**src/hw/rtl/wats_pkg.sv**
```systemverilog
// Package for the weekly alarm table scheduler: sizes, codes, entry and
// tick-context layouts, state encoding and small arithmetic helpers.
// Depends on nothing; wats_min_div, wats_entry_eval, the top level and the testbench import it.
package wats_pkg;

   // Table size and derived index width
   localparam int SLOTS  = 16;
   localparam int SLOT_W = (SLOTS > 1) ? $clog2(SLOTS) : 1;

   // Time and minute-number widths (32-bit seconds / 60 needs 27 bits)
   localparam int TIME_W = 32;
   localparam int MIN_W  = 27;

   // Reciprocal of 60: floor(2^37 / 60); quotient estimate is low by at most one
   localparam logic [TIME_W-1:0] DIV60_MUL   = 32'd2290649224;
   localparam int                DIV60_SHIFT = 37;
   localparam logic [TIME_W-1:0] SEC_PER_MIN = 32'd60;

   // Request opcodes
   localparam logic OP_WRITE = 1'b0;
   localparam logic OP_TICK  = 1'b1;

   // Weekday code that matches any day
   localparam logic [3:0] WEEKDAY_ANY = 4'b1111;

   // Settings of one alarm entry (enable bit lives in flip-flops)
   typedef struct packed {
      logic [3:0]  weekday;
      logic [5:0]  hour;
      logic [5:0]  minute;
      logic [15:0] interval_min;
      logic [15:0] delay_min;
   } entry_settings_type;

   // One word of the table memory: settings plus last fire time
   typedef struct packed {
      entry_settings_type  settings;
      logic [TIME_W-1:0]   last_fire;
   } entry_word_type;

   localparam int WORD_W = $bits(entry_word_type);

   // Per-tick context shared by the sequencer and the entry evaluator
   typedef struct packed {
      logic [TIME_W-1:0] now;
      logic [TIME_W:0]   since;    // now - start, two's complement
      logic [TIME_W-1:0] base_lo;  // first second of the current minute
      logic [TIME_W:0]   base_hi;  // last second of the current minute
      logic [2:0]        weekday;
      logic [4:0]        hour;
      logic [5:0]        minute;
   } tick_ctx_type;

   // Result of the seconds-to-minute unit
   typedef struct packed {
      logic              valid;
      logic [MIN_W-1:0]  quot;
      logic [TIME_W-1:0] base;
   } div_result_type;

   // Sequencer states
   typedef enum logic [1:0] {
      ST_IDLE,
      ST_DIV,
      ST_WALK,
      ST_FINISH
   } state_type;

   // Minutes to seconds for a 16-bit count: v * 64 - v * 4
   function automatic logic [22:0] times60(input logic [15:0] v);
      logic [22:0] w;
      w = {7'b0, v};
      return (w << 6) - (w << 2);
   endfunction

endpackage

```
**src/hw/rtl/wats_if.sv**
```systemverilog
// Channel interfaces of the weekly alarm table scheduler: request, result
// and configuration write channels, each with valid/ready handshake.
// Depends on nothing.

interface wats_req_if;
   logic               valid;
   logic               ready;
   logic               op;
   logic [3:0]         slot;
   logic               entry_on;
   logic signed [3:0]  entry_weekday;
   logic signed [5:0]  entry_hour;
   logic [5:0]         entry_minute;
   logic [15:0]        entry_interval_min;
   logic [15:0]        entry_delay_min;
   logic [31:0]        now_seconds;
   logic [2:0]         now_weekday;
   logic [4:0]         now_hour;
   logic [5:0]         now_minute;

   modport source (
      output valid, op, slot, entry_on, entry_weekday, entry_hour, entry_minute,
             entry_interval_min, entry_delay_min, now_seconds, now_weekday,
             now_hour, now_minute,
      input  ready
   );
   modport sink (
      input  valid, op, slot, entry_on, entry_weekday, entry_hour, entry_minute,
             entry_interval_min, entry_delay_min, now_seconds, now_weekday,
             now_hour, now_minute,
      output ready
   );
endinterface

interface wats_rsp_if;
   logic       valid;
   logic       ready;
   logic [3:0] fired_slot;
   logic       last;

   modport source (output valid, fired_slot, last, input ready);
   modport sink   (input valid, fired_slot, last, output ready);
endinterface

interface wats_csr_if;
   logic        valid;
   logic        ready;
   logic [31:0] start_time_seconds;

   modport source (output valid, start_time_seconds, input ready);
   modport sink   (input valid, start_time_seconds, output ready);
endinterface

```
**src/hw/rtl/wats_ram.sv**
```systemverilog
// Generic simple dual-port RAM: one write port, one read port, registered
// read data. Depends on nothing.
module wats_ram #(
   parameter int WIDTH = 8,
   parameter int DEPTH = 16
) (
   input  logic                                     clock,
   input  logic                                     wr_en,
   input  logic [((DEPTH > 1) ? $clog2(DEPTH) : 1)-1:0] wr_addr,
   input  logic [WIDTH-1:0]                         wr_data,
   input  logic                                     rd_en,
   input  logic [((DEPTH > 1) ? $clog2(DEPTH) : 1)-1:0] rd_addr,
   output logic [WIDTH-1:0]                         rd_data
);

   logic [WIDTH-1:0] mem_ff [DEPTH];
   logic [WIDTH-1:0] rd_data_ff;

   // Write port
   always_ff @(posedge clock) begin
      if (wr_en) begin
         mem_ff[wr_addr] <= wr_data;
      end
   end

   // Read port: hold the last word when not enabled
   always_ff @(posedge clock) begin
      if (rd_en) begin
         rd_data_ff <= mem_ff[rd_addr];
      end
   end

   assign rd_data = rd_data_ff;

endmodule

```
**src/hw/rtl/wats_min_div.sv**
```systemverilog
// Seconds-to-minute unit: two-stage reciprocal multiply by 1/60 with a
// final one-step correction. Depends on wats_pkg.
module wats_min_div (
   input  logic                        clock,
   input  logic                        reset,
   input  logic                        start,
   input  logic [wats_pkg::TIME_W-1:0] dividend,
   output wats_pkg::div_result_type    div_res
);
   import wats_pkg::*;

   logic                  v1_ff;
   logic [TIME_W-1:0]     num1_ff;
   logic [2*TIME_W-1:0]   prod_ff;
   logic                  v2_ff;
   logic [TIME_W-1:0]     num2_ff;
   logic [MIN_W-1:0]      q0_ff;
   logic [TIME_W-1:0]     qx60_ff;
   logic [MIN_W-1:0]      q0_in;
   logic [TIME_W:0]       qx60_wide;
   logic [TIME_W-1:0]     rem;

   // Stage valids
   always_ff @(posedge clock) begin
      if (reset) begin
         v1_ff <= 1'b0;
         v2_ff <= 1'b0;
      end else begin
         v1_ff <= start;
         v2_ff <= v1_ff;
      end
   end

   // Stage 1: multiply by the reciprocal
   always_ff @(posedge clock) begin
      num1_ff <= dividend;
      prod_ff <= (2*TIME_W)'(dividend) * (2*TIME_W)'(DIV60_MUL);
   end

   // Stage 2: quotient estimate and its multiple of 60
   assign q0_in     = prod_ff[DIV60_SHIFT +: MIN_W];
   assign qx60_wide = ((TIME_W+1)'(q0_in) << 6) - ((TIME_W+1)'(q0_in) << 2);

   always_ff @(posedge clock) begin
      num2_ff <= num1_ff;
      q0_ff   <= q0_in;
      qx60_ff <= qx60_wide[TIME_W-1:0];
   end

   // Correct an estimate that is one low
   assign rem = num2_ff - qx60_ff;

   always_comb begin
      div_res.valid = v2_ff;
      if (rem >= SEC_PER_MIN) begin
         div_res.quot = q0_ff + MIN_W'(1);
         div_res.base = qx60_ff + SEC_PER_MIN;
      end else begin
         div_res.quot = q0_ff;
         div_res.base = qx60_ff;
      end
   end

endmodule

```
**src/hw/rtl/wats_entry_eval.sv**
```systemverilog
// Fire decision for one table entry against the current tick: startup
// delay, weekday, interval and one-shot rules. Depends on wats_pkg.
module wats_entry_eval (
   input  logic                     entry_on,
   input  wats_pkg::entry_word_type word,
   input  wats_pkg::tick_ctx_type   ctx,
   output logic                     fire
);
   import wats_pkg::*;

   entry_settings_type  s;
   logic [TIME_W-1:0]   lft;
   logic                never;
   logic [22:0]         delay_x60;
   logic [22:0]         interval_x60;
   logic                delay_block;
   logic                wd_ok;
   logic                hour_set;
   logic [5:0]          now_hour6;
   logic                first_ok;
   logic signed [TIME_W:0] elapsed;
   logic                rep_ok;
   logic                ivl_fire;
   logic                time_match;
   logic                same_min;
   logic                shot_fire;

   assign s     = word.settings;
   assign lft   = word.last_fire;
   assign never = (lft == '0);

   assign delay_x60    = times60(s.delay_min);
   assign interval_x60 = times60(s.interval_min);

   // Startup delay applies until the first fire
   assign delay_block = (s.delay_min != 16'd0) && never &&
                        ($signed(ctx.since) < $signed({10'b0, delay_x60}));

   // Weekday filter
   assign wd_ok = (s.weekday == WEEKDAY_ANY) ||
                  ($signed(s.weekday) == $signed({1'b0, ctx.weekday}));

   // Interval mode, first run: not before hour:minute when an hour is set
   assign hour_set  = !s.hour[5];
   assign now_hour6 = {1'b0, ctx.hour};
   assign first_ok  = !(hour_set && (now_hour6 < s.hour)) &&
                      !(hour_set && (now_hour6 == s.hour) && (ctx.minute < s.minute));

   // Interval mode, later runs: once the interval has gone by
   assign elapsed  = $signed({1'b0, ctx.now}) - $signed({1'b0, lft});
   assign rep_ok   = elapsed >= $signed({10'b0, interval_x60});
   assign ivl_fire = never ? first_ok : rep_ok;

   // One-shot mode: exact hour:minute, not again within this minute
   assign time_match = ($signed(s.hour) == $signed({1'b0, ctx.hour})) &&
                       (s.minute == ctx.minute);
   assign same_min   = ({1'b0, lft} >= {1'b0, ctx.base_lo}) && ({1'b0, lft} <= ctx.base_hi);
   assign shot_fire  = time_match && !same_min;

   assign fire = entry_on && !delay_block && wd_ok &&
                 ((s.interval_min != 16'd0) ? ivl_fire : shot_fire);

endmodule

```
**src/hw/rtl/weekly_alarm_table_scheduler_top.sv**
```systemverilog
// Weekly alarm table scheduler, top level: request sequencer, table memory,
// minute unit and entry evaluator. Depends on wats_pkg, wats_if, wats_ram,
// wats_min_div and wats_entry_eval.
//
// A write request loads one table slot and clears its last fire time.
// A tick request first runs the seconds-to-minute unit; a tick in the
// minute already checked, or with no entry enabled, ends there. Otherwise
// the sequencer walks the table memory one entry per cycle, save while a
// pending fire waits for a busy result channel, through its read and write
// ports, then releases the last fire and returns to idle; only there is the
// next request taken. Fires come out in slot order, one result per fire,
// the last of a tick flagged by last. Entry enable bits sit in flip-flops
// that reset clears; the memory needs no clearing pass. The configuration
// write channel is always ready.
module weekly_alarm_table_scheduler_top (
   input  logic     clock,
   input  logic     reset,
   wats_req_if.sink   req_ch,
   wats_rsp_if.source rsp_ch,
   wats_csr_if.sink   csr_ch
);
   import wats_pkg::*;

   state_type          state_ff, state_in;
   tick_ctx_type       ctx_ff, ctx_in;
   logic [TIME_W-1:0]  start_ff;
   logic [SLOTS-1:0]   on_ff, on_in;
   logic [MIN_W-1:0]   lcm_ff, lcm_in;
   logic [SLOT_W-1:0]  idx_ff, idx_in;
   logic               pend_v_ff, pend_v_in;
   logic [SLOT_W-1:0]  pend_slot_ff, pend_slot_in;
   logic               rsp_valid_ff, rsp_valid_in;
   logic [3:0]         rsp_slot_ff;
   logic               rsp_last_ff;

   logic               req_accept;
   logic               slot_ok;
   logic [SLOT_W-1:0]  slot_idx;
   logic               out_free;
   logic               rsp_load;
   logic               rsp_load_last;
   logic               div_start;
   div_result_type     div_res;
   logic               fire;
   logic               stall;
   logic               last_idx;

   logic               ram_we;
   logic [SLOT_W-1:0]  ram_waddr;
   entry_word_type     ram_wword;
   logic               ram_re;
   logic [SLOT_W-1:0]  ram_raddr;
   logic [WORD_W-1:0]  ram_rdata;
   entry_word_type     ram_word;

   // Handshake helpers
   assign req_ch.ready = (state_ff == ST_IDLE);
   assign req_accept   = req_ch.valid && req_ch.ready;
   assign slot_idx     = SLOT_W'(req_ch.slot);
   assign slot_ok      = (32'(req_ch.slot) < SLOTS);
   assign out_free     = !rsp_valid_ff || rsp_ch.ready;
   assign last_idx     = (idx_ff == SLOT_W'(SLOTS - 1));
   assign stall        = fire && pend_v_ff && !out_free;

   // Table memory
   wats_ram #(
      .WIDTH (WORD_W),
      .DEPTH (SLOTS)
   ) u_table (
      .clock   (clock),
      .wr_en   (ram_we),
      .wr_addr (ram_waddr),
      .wr_data (ram_wword),
      .rd_en   (ram_re),
      .rd_addr (ram_raddr),
      .rd_data (ram_rdata)
   );

   assign ram_word = entry_word_type'(ram_rdata);

   // Seconds-to-minute unit
   wats_min_div u_min_div (
      .clock    (clock),
      .reset    (reset),
      .start    (div_start),
      .dividend (req_ch.now_seconds),
      .div_res  (div_res)
   );

   // Entry evaluator
   wats_entry_eval u_eval (
      .entry_on (on_ff[idx_ff]),
      .word     (ram_word),
      .ctx      (ctx_ff),
      .fire     (fire)
   );

   // Start time register
   assign csr_ch.ready = 1'b1;

   always_ff @(posedge clock) begin
      if (reset) begin
         start_ff <= '0;
      end else if (csr_ch.valid) begin
         start_ff <= csr_ch.start_time_seconds;
      end
   end

   // State register and control flops
   always_ff @(posedge clock) begin
      if (reset) begin
         state_ff  <= ST_IDLE;
         on_ff     <= '0;
         lcm_ff    <= '0;
         pend_v_ff <= 1'b0;
      end else begin
         state_ff  <= state_in;
         on_ff     <= on_in;
         lcm_ff    <= lcm_in;
         pend_v_ff <= pend_v_in;
      end
   end

   // Tick context, walk index and pending fire
   always_ff @(posedge clock) begin
      ctx_ff       <= ctx_in;
      idx_ff       <= idx_in;
      pend_slot_ff <= pend_slot_in;
   end

   // Next state, memory control and result loading
   always_comb begin
      state_in      = state_ff;
      ctx_in        = ctx_ff;
      on_in         = on_ff;
      lcm_in        = lcm_ff;
      idx_in        = idx_ff;
      pend_v_in     = pend_v_ff;
      pend_slot_in  = pend_slot_ff;
      rsp_load      = 1'b0;
      rsp_load_last = 1'b0;
      div_start     = 1'b0;
      ram_we        = 1'b0;
      ram_waddr     = idx_ff;
      ram_wword     = ram_word;
      ram_re        = 1'b0;
      ram_raddr     = idx_ff;

      case (state_ff)
         ST_IDLE: begin
            if (req_accept) begin
               if (req_ch.op == OP_WRITE) begin
                  // Load one slot and clear its last fire time
                  if (slot_ok) begin
                     ram_we                          = 1'b1;
                     ram_waddr                       = slot_idx;
                     ram_wword.settings.weekday      = req_ch.entry_weekday;
                     ram_wword.settings.hour         = req_ch.entry_hour;
                     ram_wword.settings.minute       = req_ch.entry_minute;
                     ram_wword.settings.interval_min = req_ch.entry_interval_min;
                     ram_wword.settings.delay_min    = req_ch.entry_delay_min;
                     ram_wword.last_fire             = '0;
                     on_in[slot_idx]                 = req_ch.entry_on;
                  end
               end else begin
                  // Capture the tick and start the minute computation
                  div_start      = 1'b1;
                  ctx_in.now     = req_ch.now_seconds;
                  ctx_in.since   = {1'b0, req_ch.now_seconds} - {1'b0, start_ff};
                  ctx_in.weekday = req_ch.now_weekday;
                  ctx_in.hour    = req_ch.now_hour;
                  ctx_in.minute  = req_ch.now_minute;
                  state_in       = ST_DIV;
               end
            end
         end

         ST_DIV: begin
            if (div_res.valid) begin
               // Drop ticks in the checked minute or with an empty table
               if ((|on_ff) && (div_res.quot != lcm_ff)) begin
                  lcm_in         = div_res.quot;
                  ctx_in.base_lo = div_res.base;
                  ctx_in.base_hi = {1'b0, div_res.base} + (TIME_W+1)'(SEC_PER_MIN - 32'd1);
                  idx_in         = '0;
                  ram_re         = 1'b1;
                  ram_raddr      = '0;
                  state_in       = ST_WALK;
               end else begin
                  state_in = ST_IDLE;
               end
            end
         end

         ST_WALK: begin
            // Hold the read word while a pending fire waits for the output
            if (!stall) begin
               if (fire) begin
                  ram_we              = 1'b1;
                  ram_waddr           = idx_ff;
                  ram_wword.last_fire = ctx_ff.now;
                  if (pend_v_ff) begin
                     rsp_load = 1'b1;
                  end
                  pend_v_in    = 1'b1;
                  pend_slot_in = idx_ff;
               end
               if (last_idx) begin
                  state_in = ST_FINISH;
               end else begin
                  idx_in    = idx_ff + SLOT_W'(1);
                  ram_re    = 1'b1;
                  ram_raddr = idx_ff + SLOT_W'(1);
               end
            end
         end

         ST_FINISH: begin
            // Release the final fire of the tick with last set
            if (!pend_v_ff) begin
               state_in = ST_IDLE;
            end else if (out_free) begin
               rsp_load      = 1'b1;
               rsp_load_last = 1'b1;
               pend_v_in     = 1'b0;
               state_in      = ST_IDLE;
            end
         end

         default: begin
            state_in = ST_IDLE;
         end
      endcase
   end

   // Result output register
   assign rsp_valid_in = rsp_load || (rsp_valid_ff && !rsp_ch.ready);

   always_ff @(posedge clock) begin
      if (reset) begin
         rsp_valid_ff <= 1'b0;
      end else begin
         rsp_valid_ff <= rsp_valid_in;
      end
   end

   always_ff @(posedge clock) begin
      if (rsp_load) begin
         rsp_slot_ff <= 4'(pend_slot_ff);
         rsp_last_ff <= rsp_load_last;
      end
   end

   assign rsp_ch.valid      = rsp_valid_ff;
   assign rsp_ch.fired_slot = rsp_slot_ff;
   assign rsp_ch.last       = rsp_last_ff;

`ifndef SYNTH
   // No fire stays pending once the sequencer is back in idle
   a_idle_no_pending: assert property (
      @(posedge clock) disable iff (reset)
      (state_ff == ST_IDLE) |-> !pend_v_ff
   ) else $error("pending fire left over in idle");

   // A result is never loaded over one that is still waiting
   a_no_overwrite: assert property (
      @(posedge clock) disable iff (reset)
      rsp_load |-> out_free
   ) else $error("result register overwritten");

   // A stalled walk keeps its entry and its place in the table
   a_stall_holds: assert property (
      @(posedge clock) disable iff (reset)
      ((state_ff == ST_WALK) && stall) |=> ((state_ff == ST_WALK) && $stable(idx_ff))
   ) else $error("walk advanced during stall");
`endif

endmodule

```
**src/flat_wrapper.sv**
```systemverilog
// flat-port wrapper written by rule: the top's interface ports become plain ports
module weekly_alarm_table_scheduler_top_flat import wats_pkg::*;
  (clock, reset, req_ch_valid, req_ch_op, req_ch_slot, req_ch_entry_on, req_ch_entry_weekday, req_ch_entry_hour, req_ch_entry_minute, req_ch_entry_interval_min, req_ch_entry_delay_min, req_ch_now_seconds, req_ch_now_weekday, req_ch_now_hour, req_ch_now_minute, req_ch_ready, rsp_ch_valid, rsp_ch_fired_slot, rsp_ch_last, rsp_ch_ready, csr_ch_valid, csr_ch_start_time_seconds, csr_ch_ready);
  wats_req_if req_ch_i ();
  wats_rsp_if rsp_ch_i ();
  wats_csr_if csr_ch_i ();
  input  logic clock;
  input  logic reset;
  input wire logic [$bits(req_ch_i.valid)-1:0] req_ch_valid;
  input wire logic [$bits(req_ch_i.op)-1:0] req_ch_op;
  input wire logic [$bits(req_ch_i.slot)-1:0] req_ch_slot;
  input wire logic [$bits(req_ch_i.entry_on)-1:0] req_ch_entry_on;
  input wire logic [$bits(req_ch_i.entry_weekday)-1:0] req_ch_entry_weekday;
  input wire logic [$bits(req_ch_i.entry_hour)-1:0] req_ch_entry_hour;
  input wire logic [$bits(req_ch_i.entry_minute)-1:0] req_ch_entry_minute;
  input wire logic [$bits(req_ch_i.entry_interval_min)-1:0] req_ch_entry_interval_min;
  input wire logic [$bits(req_ch_i.entry_delay_min)-1:0] req_ch_entry_delay_min;
  input wire logic [$bits(req_ch_i.now_seconds)-1:0] req_ch_now_seconds;
  input wire logic [$bits(req_ch_i.now_weekday)-1:0] req_ch_now_weekday;
  input wire logic [$bits(req_ch_i.now_hour)-1:0] req_ch_now_hour;
  input wire logic [$bits(req_ch_i.now_minute)-1:0] req_ch_now_minute;
  output wire logic [$bits(req_ch_i.ready)-1:0] req_ch_ready;
  output wire logic [$bits(rsp_ch_i.valid)-1:0] rsp_ch_valid;
  output wire logic [$bits(rsp_ch_i.fired_slot)-1:0] rsp_ch_fired_slot;
  output wire logic [$bits(rsp_ch_i.last)-1:0] rsp_ch_last;
  input wire logic [$bits(rsp_ch_i.ready)-1:0] rsp_ch_ready;
  input wire logic [$bits(csr_ch_i.valid)-1:0] csr_ch_valid;
  input wire logic [$bits(csr_ch_i.start_time_seconds)-1:0] csr_ch_start_time_seconds;
  output wire logic [$bits(csr_ch_i.ready)-1:0] csr_ch_ready;
  assign req_ch_i.valid = req_ch_valid;
  assign req_ch_i.op = req_ch_op;
  assign req_ch_i.slot = req_ch_slot;
  assign req_ch_i.entry_on = req_ch_entry_on;
  assign req_ch_i.entry_weekday = req_ch_entry_weekday;
  assign req_ch_i.entry_hour = req_ch_entry_hour;
  assign req_ch_i.entry_minute = req_ch_entry_minute;
  assign req_ch_i.entry_interval_min = req_ch_entry_interval_min;
  assign req_ch_i.entry_delay_min = req_ch_entry_delay_min;
  assign req_ch_i.now_seconds = req_ch_now_seconds;
  assign req_ch_i.now_weekday = req_ch_now_weekday;
  assign req_ch_i.now_hour = req_ch_now_hour;
  assign req_ch_i.now_minute = req_ch_now_minute;
  assign req_ch_ready = req_ch_i.ready;
  assign rsp_ch_valid = rsp_ch_i.valid;
  assign rsp_ch_fired_slot = rsp_ch_i.fired_slot;
  assign rsp_ch_last = rsp_ch_i.last;
  assign rsp_ch_i.ready = rsp_ch_ready;
  assign csr_ch_i.valid = csr_ch_valid;
  assign csr_ch_i.start_time_seconds = csr_ch_start_time_seconds;
  assign csr_ch_ready = csr_ch_i.ready;
  weekly_alarm_table_scheduler_top u_core (.clock(clock), .reset(reset), .req_ch(req_ch_i), .rsp_ch(rsp_ch_i), .csr_ch(csr_ch_i));
endmodule
```
**config.mk**
```make
export PLATFORM = sky130hd
export DESIGN_NAME = weekly_alarm_table_scheduler_top_flat
export DESIGN_NICKNAME = d
export VERILOG_FILES = /design/src/hw/rtl/wats_pkg.sv /design/src/hw/rtl/wats_if.sv /design/src/hw/rtl/wats_ram.sv /design/src/hw/rtl/wats_min_div.sv /design/src/hw/rtl/wats_entry_eval.sv /design/src/hw/rtl/weekly_alarm_table_scheduler_top.sv /design/src/flat_wrapper.sv
export SDC_FILE = /design/constraint.sdc
export NUM_CORES = 2
export LEC_CHECK = 0
export ABC_AREA = 1
export BUFFER_PORTS_ARGS = -buffer_cell sky130_fd_sc_hd__buf_2
export CAP_MARGIN = 0
export CORE_UTILIZATION = 60
export DETAILED_ROUTE_END_ITERATION = 10
export PLACE_DENSITY = 0.76
export REMOVE_ABC_BUFFERS = 1
export SETUP_SLACK_MARGIN = 0.1
export SLEW_MARGIN = 30
export SYNTH_ARGS = -nofsm -noshare
export SYNTH_HDL_FRONTEND = slang
export SYNTH_SLANG_ARGS = --single-unit
```
**constraint.sdc**
```tcl
create_clock -name clock -period 32.1 [get_ports clock]
set_input_delay 3.21 -clock clock [delete_from_list [all_inputs] [get_ports clock]]
set_output_delay 3.21 -clock clock [all_outputs]
set_load 0.05 [all_outputs]
```
**Word level (Yosys, flattened, before mapping)**

Memory sizes are Yosys's and may differ from the RTL's. A register that Yosys moved wholly into a read port is not among the register bits.
Index checks and enable logic that the tools add are counted.

- Bitwise gates (word level): 4
- $add $sub $neg: 10
- Order comparisons: 10
- Reductions and logical operators: 42
- Shift-type cells: 0
- Multiply operators: 1
- Equal/unequal tests: 17
- Div/mod/pow operators: 0
- Multiplexer cells: 55

Operators with widths:

| operator | count |
|---|---|
| $mux 80 | 2 |
| $sub 32x32->33 | 2 |
| $mux 32 | 2 |
| $pmux 32 s2 | 1 |
| $mul 32x29->61 const B | 1 |
| $mux 59 | 1 |
| $mux 48 | 1 |
| $sub 22x18->23 | 2 |
| $add 32x6->33 const B | 1 |
| $ge 33x24->1 | 1 |
| $le 32x33->1 | 1 |
| $lt 33x24->1 | 1 |
| $add 32x6->32 const B | 1 |
| $ge 32x32->1 | 1 |
| $ge 32x6->1 const B | 1 |
| $logic_not 32->1 | 1 |
| $reduce_bool 16->1 | 2 |
| $sub 32x29->32 | 1 |
| $sub 32x32->32 | 1 |
| $mux 4 | 7 |
| $add 27x1->27 const B | 1 |
| $ne 27x27->1 | 1 |
| $mux 1 | 24 |
| $logic_and 1x1->1 | 18 |
| 30 further kinds | 64 |

- Logic and storage cells: 164
- Memories kept: 1
- Output and inout bits: 8
- RAM bits: 1280
- Bits in latches: 0
- ROM bits: 0
- Register bits: 422

Memory list:

| name | depth | bits a word | rd ports | clocked after Yosys merged registers in | write ports | line | text |
|---|---|---|---|---|---|---|---|
| u_core.u_table.mem_ff | 16 | 80 | 1 | 1 | 1 | wats_ram.sv:16 | `logic [WIDTH-1:0] mem_ff [DEPTH];` |

**Logic depth before layout (Yosys ltp)**

- Depth in word-level cells: 14
- Depth in mapped cells: 43

**By module**

A second synthesis with hierarchy kept.

- Cell total of the unflattened synthesis: 10661
- Area, all modules: 95382.7 µm²

Modules (own cells, without submodules):

| module | cells an instance | area each (µm²) | instances |
|---|---|---|---|
| wats_ram | 5255 | 56995.9 | 1 |
| wats_min_div | 2577 | 18367.6 | 1 |
| weekly_alarm_table_scheduler_top | 1562 | 12774.8 | 1 |
| wats_entry_eval | 1267 | 7244.4 | 1 |

**Worst setup path before layout**

Ideal clock, no wire load.

- Kind: input port to flip-flop
- From: in req_ch_valid
- To: mem u_core.u_table.mem_ff[6][0] (netlist name), enable pin
- Arrival time: 9.950 ns
- Stages on the path: 7
- Path slack: 21.533 ns
- Path buffers: 1
- Setup time: 0.616 ns
- Data required time: 31.484 ns
- Cells stage by stage: nand2_1 > nor2_1 > inv_1 > clkbuf_1 > a21oi_1 > nand2_1 > nor3_1

- Word-level cells in the longest chain between the ends: 5
- Elaborated cells between the ends (all ways): 7
- Those cells by class: 6 x mux; 1 x reduce/logical

Ends and longest elaborated chain:

| element | line | text |
|---|---|---|
| start, declared | flat_wrapper.sv:9 | `input wire logic [$bits(req_ch_i.valid)-1:0] req_ch_valid;` |
| $logic_and 1x1->1 (*) | weekly_alarm_table_scheduler_top.sv:58 | `assign req_accept = req_ch.valid && req_ch.ready;` |
| $mux 1 | weekly_alarm_table_scheduler_top.sv:151 | `if (req_accept) begin` |
| $pmux 1 s2 | weekly_alarm_table_scheduler_top.sv:149 | `case (state_ff)` |
| $mux 1 | wats_ram.sv:21 | `if (wr_en) begin` |
| $mux 1 (not written as such) | wats_ram.sv:22 | `mem_ff[wr_addr] <= wr_data;` |
| end, declared | wats_ram.sv:16 |  |

Every way passes the cells marked *; elsewhere a longest branch is shown, timed or not.

**Worst setup path after layout**

- From: reg u_core.u_table.rd_data_ff[7], in the netlist u_core.u_table.rd_data[7], read port of u_core.u_table.mem_ff
- To: reg u_core.u_table.rd_data_ff[48], in the netlist u_core.u_table.rd_data[48], read port of u_core.u_table.mem_ff, data pin

- Word-level cells in the longest chain between the ends: 11
- Elaborated cells between the ends (all ways): 22
- Those cells by class: 1 x add/sub; 3 x order compare; 6 x mux; 12 x reduce/logical

Ends and longest elaborated chain:

| element | line | text |
|---|---|---|
| start, declared | wats_ram.sv:17 | `logic [WIDTH-1:0] rd_data_ff;` |
| branches (longest 6 deep; another with $sub 32x32->33) | - |  |
| $logic_and 1x1->1 (*) | wats_entry_eval.sv:60 | `assign fire = entry_on && !delay_block && wd_ok &&` |
| $logic_and 1x1->1 (*) (2 in series) | weekly_alarm_table_scheduler_top.sv:63 | `assign stall = fire && pend_v_ff && !out_free;` |
| $mux 4 or $mux 1 (tied branches) | - |  |
| $pmux 4 s2 or $pmux 1 s2 (tied branches) | weekly_alarm_table_scheduler_top.sv:149 |  |

Every way passes the cells marked *.
A chain may end at the register's enable or synchronous reset.

==> summary.md <==
| Metric | Value |
|---|---|
| Final period util | 0.276 |
| Max_cap viols | 0 |
| CP peak stage delay | 0.78 ns |
| Root Buffer | clkbuf_16 |
| Max IR drop VDD | 0.0704 mV |
| Clock Path Buffers | 3 |
| LEAKAGE | 44.6 nW |
| Worst hold path class | flop to flop |
| Total grt overflow | 0 |
| Post-DP HPWL | 167 mm |
| Buffers on Ports | 143 |
| Sequential share of the synthesized area | 0.532 |
| Final min period | 8.85 ns |
| Crit path buf inv count | 3 |
| Largest family of logic cells by synthesized area | simple AND/OR/NAND/NOR gates |
| Synth Area per Inst | 9.70 um^2 |
| Post_cts resized | 0 |
| Chip Height | 397 um |
| Critical Path Sink Type | flop |
| RSZ-0062 raised after global routing | false |
| TritonCTS clock tree | done |
| DRC viols | 4 |
| Multiplexer share of the synthesized area | 0.000107 |
| Vias in the first global route | 67800 |
| Max Clock Freq | 113 MHz |
| Post-Synth XOR/XNOR Area | 0.0212 |
| Reg2Reg Launch Point | u_core.u_table.rd_data[7] |
| Router iterations before antenna repair | 11 |
| Crit-path leading delay family | simple AND/OR/NAND/NOR gates |
| Hold Vio Cnt, Final | 0 |
| Post-CTS setup buffer count | 0 |
| Tot Pwr | 6.71 mW |
| Worst setup margin | 23.25 ns |
| Setup CP Type | flop to flop |
| CP Data Required Time | 32.60 ns |
| Mapped cell area | 93600 um^2 |
| Initial antenna violation count | 10 |
| Largest net degree at the start of global routing | 223 |
| Status | complete, but fails checks |
| Gate Count Post-Synth | 9646 |
| Gr usage total | 0.331 |
| I/O pin total | 145 |
| Clock Pin Slew Worst Setup and Hold Paths | 0.06 ns |
| Total core area | 154000 um^2 |
| Hold_sp | u_core.u_min_div.num1_ff[12] |
| Final #Nets | 10500 |
| Vias per cell | 5.91 |
| Headroom to the max-slew limit | 0.256 |
| Drt first-iter violations | 7792 |
| Adder-cell share of the synthesized area | 0.0968 |
| Compound-Gate Fraction of Synth Area | 0.0477 |
| Dpl ws | 22.66 ns |
| Share of post-route cells with drive strength above 1 | 0.0623 |
| Final setup vio count | 0 |
| Ys async rst share | 0 |
| Vias | 70400 |
| Top FF cell, synth | edfxtp_1 |
| CTS Hold Bufs | 0 |
| Setup Skew | 0.0681 ns |
| Remaining antenna violation count | 0 |
| Pwr Density | 66.1 nW/um^2 |
| Starting Density | 0.606 |
| Yosys warns | 0 |
| Sink Count | 1734 |
| Max Slew Vio Count | 0 |
| TritonCTS Buffers | 173 |
| H-tree levels | 4 |
| Worst Max-Slew Pin Slew | 1.12 ns |
| Routability congestion estimate | 0.966 |
| EDFF count, synth | 1506 |
| Critical Path AT | 9.35 ns |
| Failing checks | DRC |
| Detailed Route WL | 263 mm |
| Setup_tns | 0 ns |
| CP max-delay cell | buf_4 |
| Die extent in x | 397 um |
| Critical Path Fanout Max | 104 |
| Area grow syn2layout | 8.61% |
| Distinct cells, synth | 65 |
| Crit start category | flop |
| Global-route wire length before repair | 397 mm |
| Post-synthesis simple-gate area fraction | 0.203 |
| Rows | 144 |
| Flip-flop and latch count after synthesis | 1734 |
| Worst setup startpoint | u_core.u_table.rd_data[7] |
| Clock Latency Late Sink | 0.83 ns |
| Wirelength per Cell | 22.1 um |
| DIE AREA | 158000 um^2 |
## sequential cells by signal (all words and copies together), names as in the netlist, 16 cells and up, named ones only
| signal | count |
|---|---|
| u_core.u_min_div.num2_ff | 30 |
| u_core.u_table.mem_ff | 1280 |
| u_core.ctx_ff | 137 |
| u_core.start_ff | 32 |
| u_core.on_ff | 16 |
| u_core.u_min_div.num1_ff | 30 |
| u_core.u_min_div.q0_ff | 27 |
| u_core.u_min_div.qx60_ff | 29 |
| u_core.u_min_div.prod_ff | 27 |
| u_core.lcm_ff | 27 |
| u_core.u_table.rd_data | 80 |
## where the power goes
group | switching, mW | internal [mW]
sequential | 0.0925 | 2.58
clock | 0.897 | 1.12
combinational | 1.33 | 0.701
## per-stage QoR
step | instances | hold WS, ns | area (um^2) | utilization
floorplan | 9251 | 0.310 | 91100 | -
global placement | 11600 | 0.311 | 95700 | 0.620
detailed placement | 11600 | 0.312 | 95800 | 0.620
CTS | 11900 | 0.324 | 101000 | 0.657
global route | 11900 | 0.330 | 102000 | 0.658
finish | 11900 | 0.325 | 102000 | 0.658
## synthesized netlist by cell type (9+ instances only)
| cell type | instances | area [um^2] |
|---|---|---|
| nand2_1 | 1622 | 6090 |
| buf_4 | 35 | 263 |
| ha_1 | 495 | 6190 |
| a21o_1 | 9 | 67.6 |
| buf_6 | 83 | 935 |
| a31oi_1 | 28 | 175 |
| fa_1 | 143 | 2860 |
| a311oi_1 | 14 | 123 |
| inv_1 | 1808 | 6790 |
| nand3b_1 | 333 | 2500 |
| buf_1 | 11 | 41.3 |
| clkbuf_1 | 117 | 439 |
| nor3_1 | 64 | 320 |
| nand4_1 | 71 | 444 |
| o21bai_1 | 9 | 67.6 |
| nor2_1 | 273 | 1020 |
| o211ai_1 | 38 | 285 |
| dfxtp_1 | 228 | 4560 |
| nand3_1 | 1598 | 8000 |
| o32ai_1 | 10 | 87.6 |
| a221oi_1 | 10 | 87.6 |
| xor2_1 | 174 | 1520 |
| o31ai_1 | 30 | 225 |
| buf_2 | 144 | 721 |
| a211oi_1 | 10 | 75.1 |
| a21oi_1 | 341 | 1710 |
| o21ai_0 | 233 | 1170 |
| xnor2_1 | 53 | 464 |
| nor4_1 | 47 | 294 |
| edfxtp_1 | 1506 | 45200 |
## logic make-up after synthesis
group	count (synthesis)
DFF	1734
AOI/OAI and AO/OA	781
other	1
buffers and inverters	2216
and+or+nand+nor	4048
xor gates and xnor gates	227
adders and majority gates	638
muxes	1
## placed cells by master, fill, tap and decap left out, types with 9 or more instances in the layout
cell,n
buf_4,121
dfxtp_1,228
nand2_1,1621
xnor2_1,53
a221oi_1,10
nor2_4,14
o21ai_2,14
o31ai_1,25
nand3b_1,333
buf_6,13
clkinv_2,31
clkbuf_1,33
inv_1,1807
a311oi_1,14
a21oi_1,341
nor3_1,58
ha_1,495
o32ai_1,9
a31oi_1,28
xor2_1,174
o211ai_1,38
edfxtp_1,1506
clkbuf_16,177
nor4_1,47
fa_1,143
o21bai_1,9
bufinv_16,10
clkinv_1,44
buf_2,143
clkinvlp_4,9
o21ai_0,217
nor2_1,260
nand4_1,71
a211oi_1,10
a21o_1,9
nand3_1,1598
## worst paths after layout
path | slack [ns] | to | cells after the start
hold / removal | 0.32 | u_core.u_min_div.num2_ff[12] | 0
setup / recovery | 23.25 | u_core.u_table.rd_data[48] | 34
hold reg to reg | 0.32 | u_core.u_min_div.num2_ff[12] | 0
setup reg to reg | 23.25 | u_core.u_table.rd_data[48] | 34
## area by class of cell
cell class,instances,area (um^2)
diodes,3,7.51
repair buffers,283,1910
well taps,2044,2560
fillers,11800,52800
flip-flops and latches,1734,49800
clock inverters,108,1050
multi-input cells,5696,34800
inverters,1821,6850
clock buffers,215,4620
## per-layer routing
layer | vias to the layer above | GRT usage | share of wire
li1 | 32500 | - | -
met1 | 33600 | 0.452 | 0.40
met2 | 3614 | 0.523 | 0.46
met3 | 665 | 0.0512 | 0.092
met4 | 14 | 0.153 | 0.047
met5 | - | 0 | 0.00034
No activity file was read; power rests on OpenSTA's default activity.
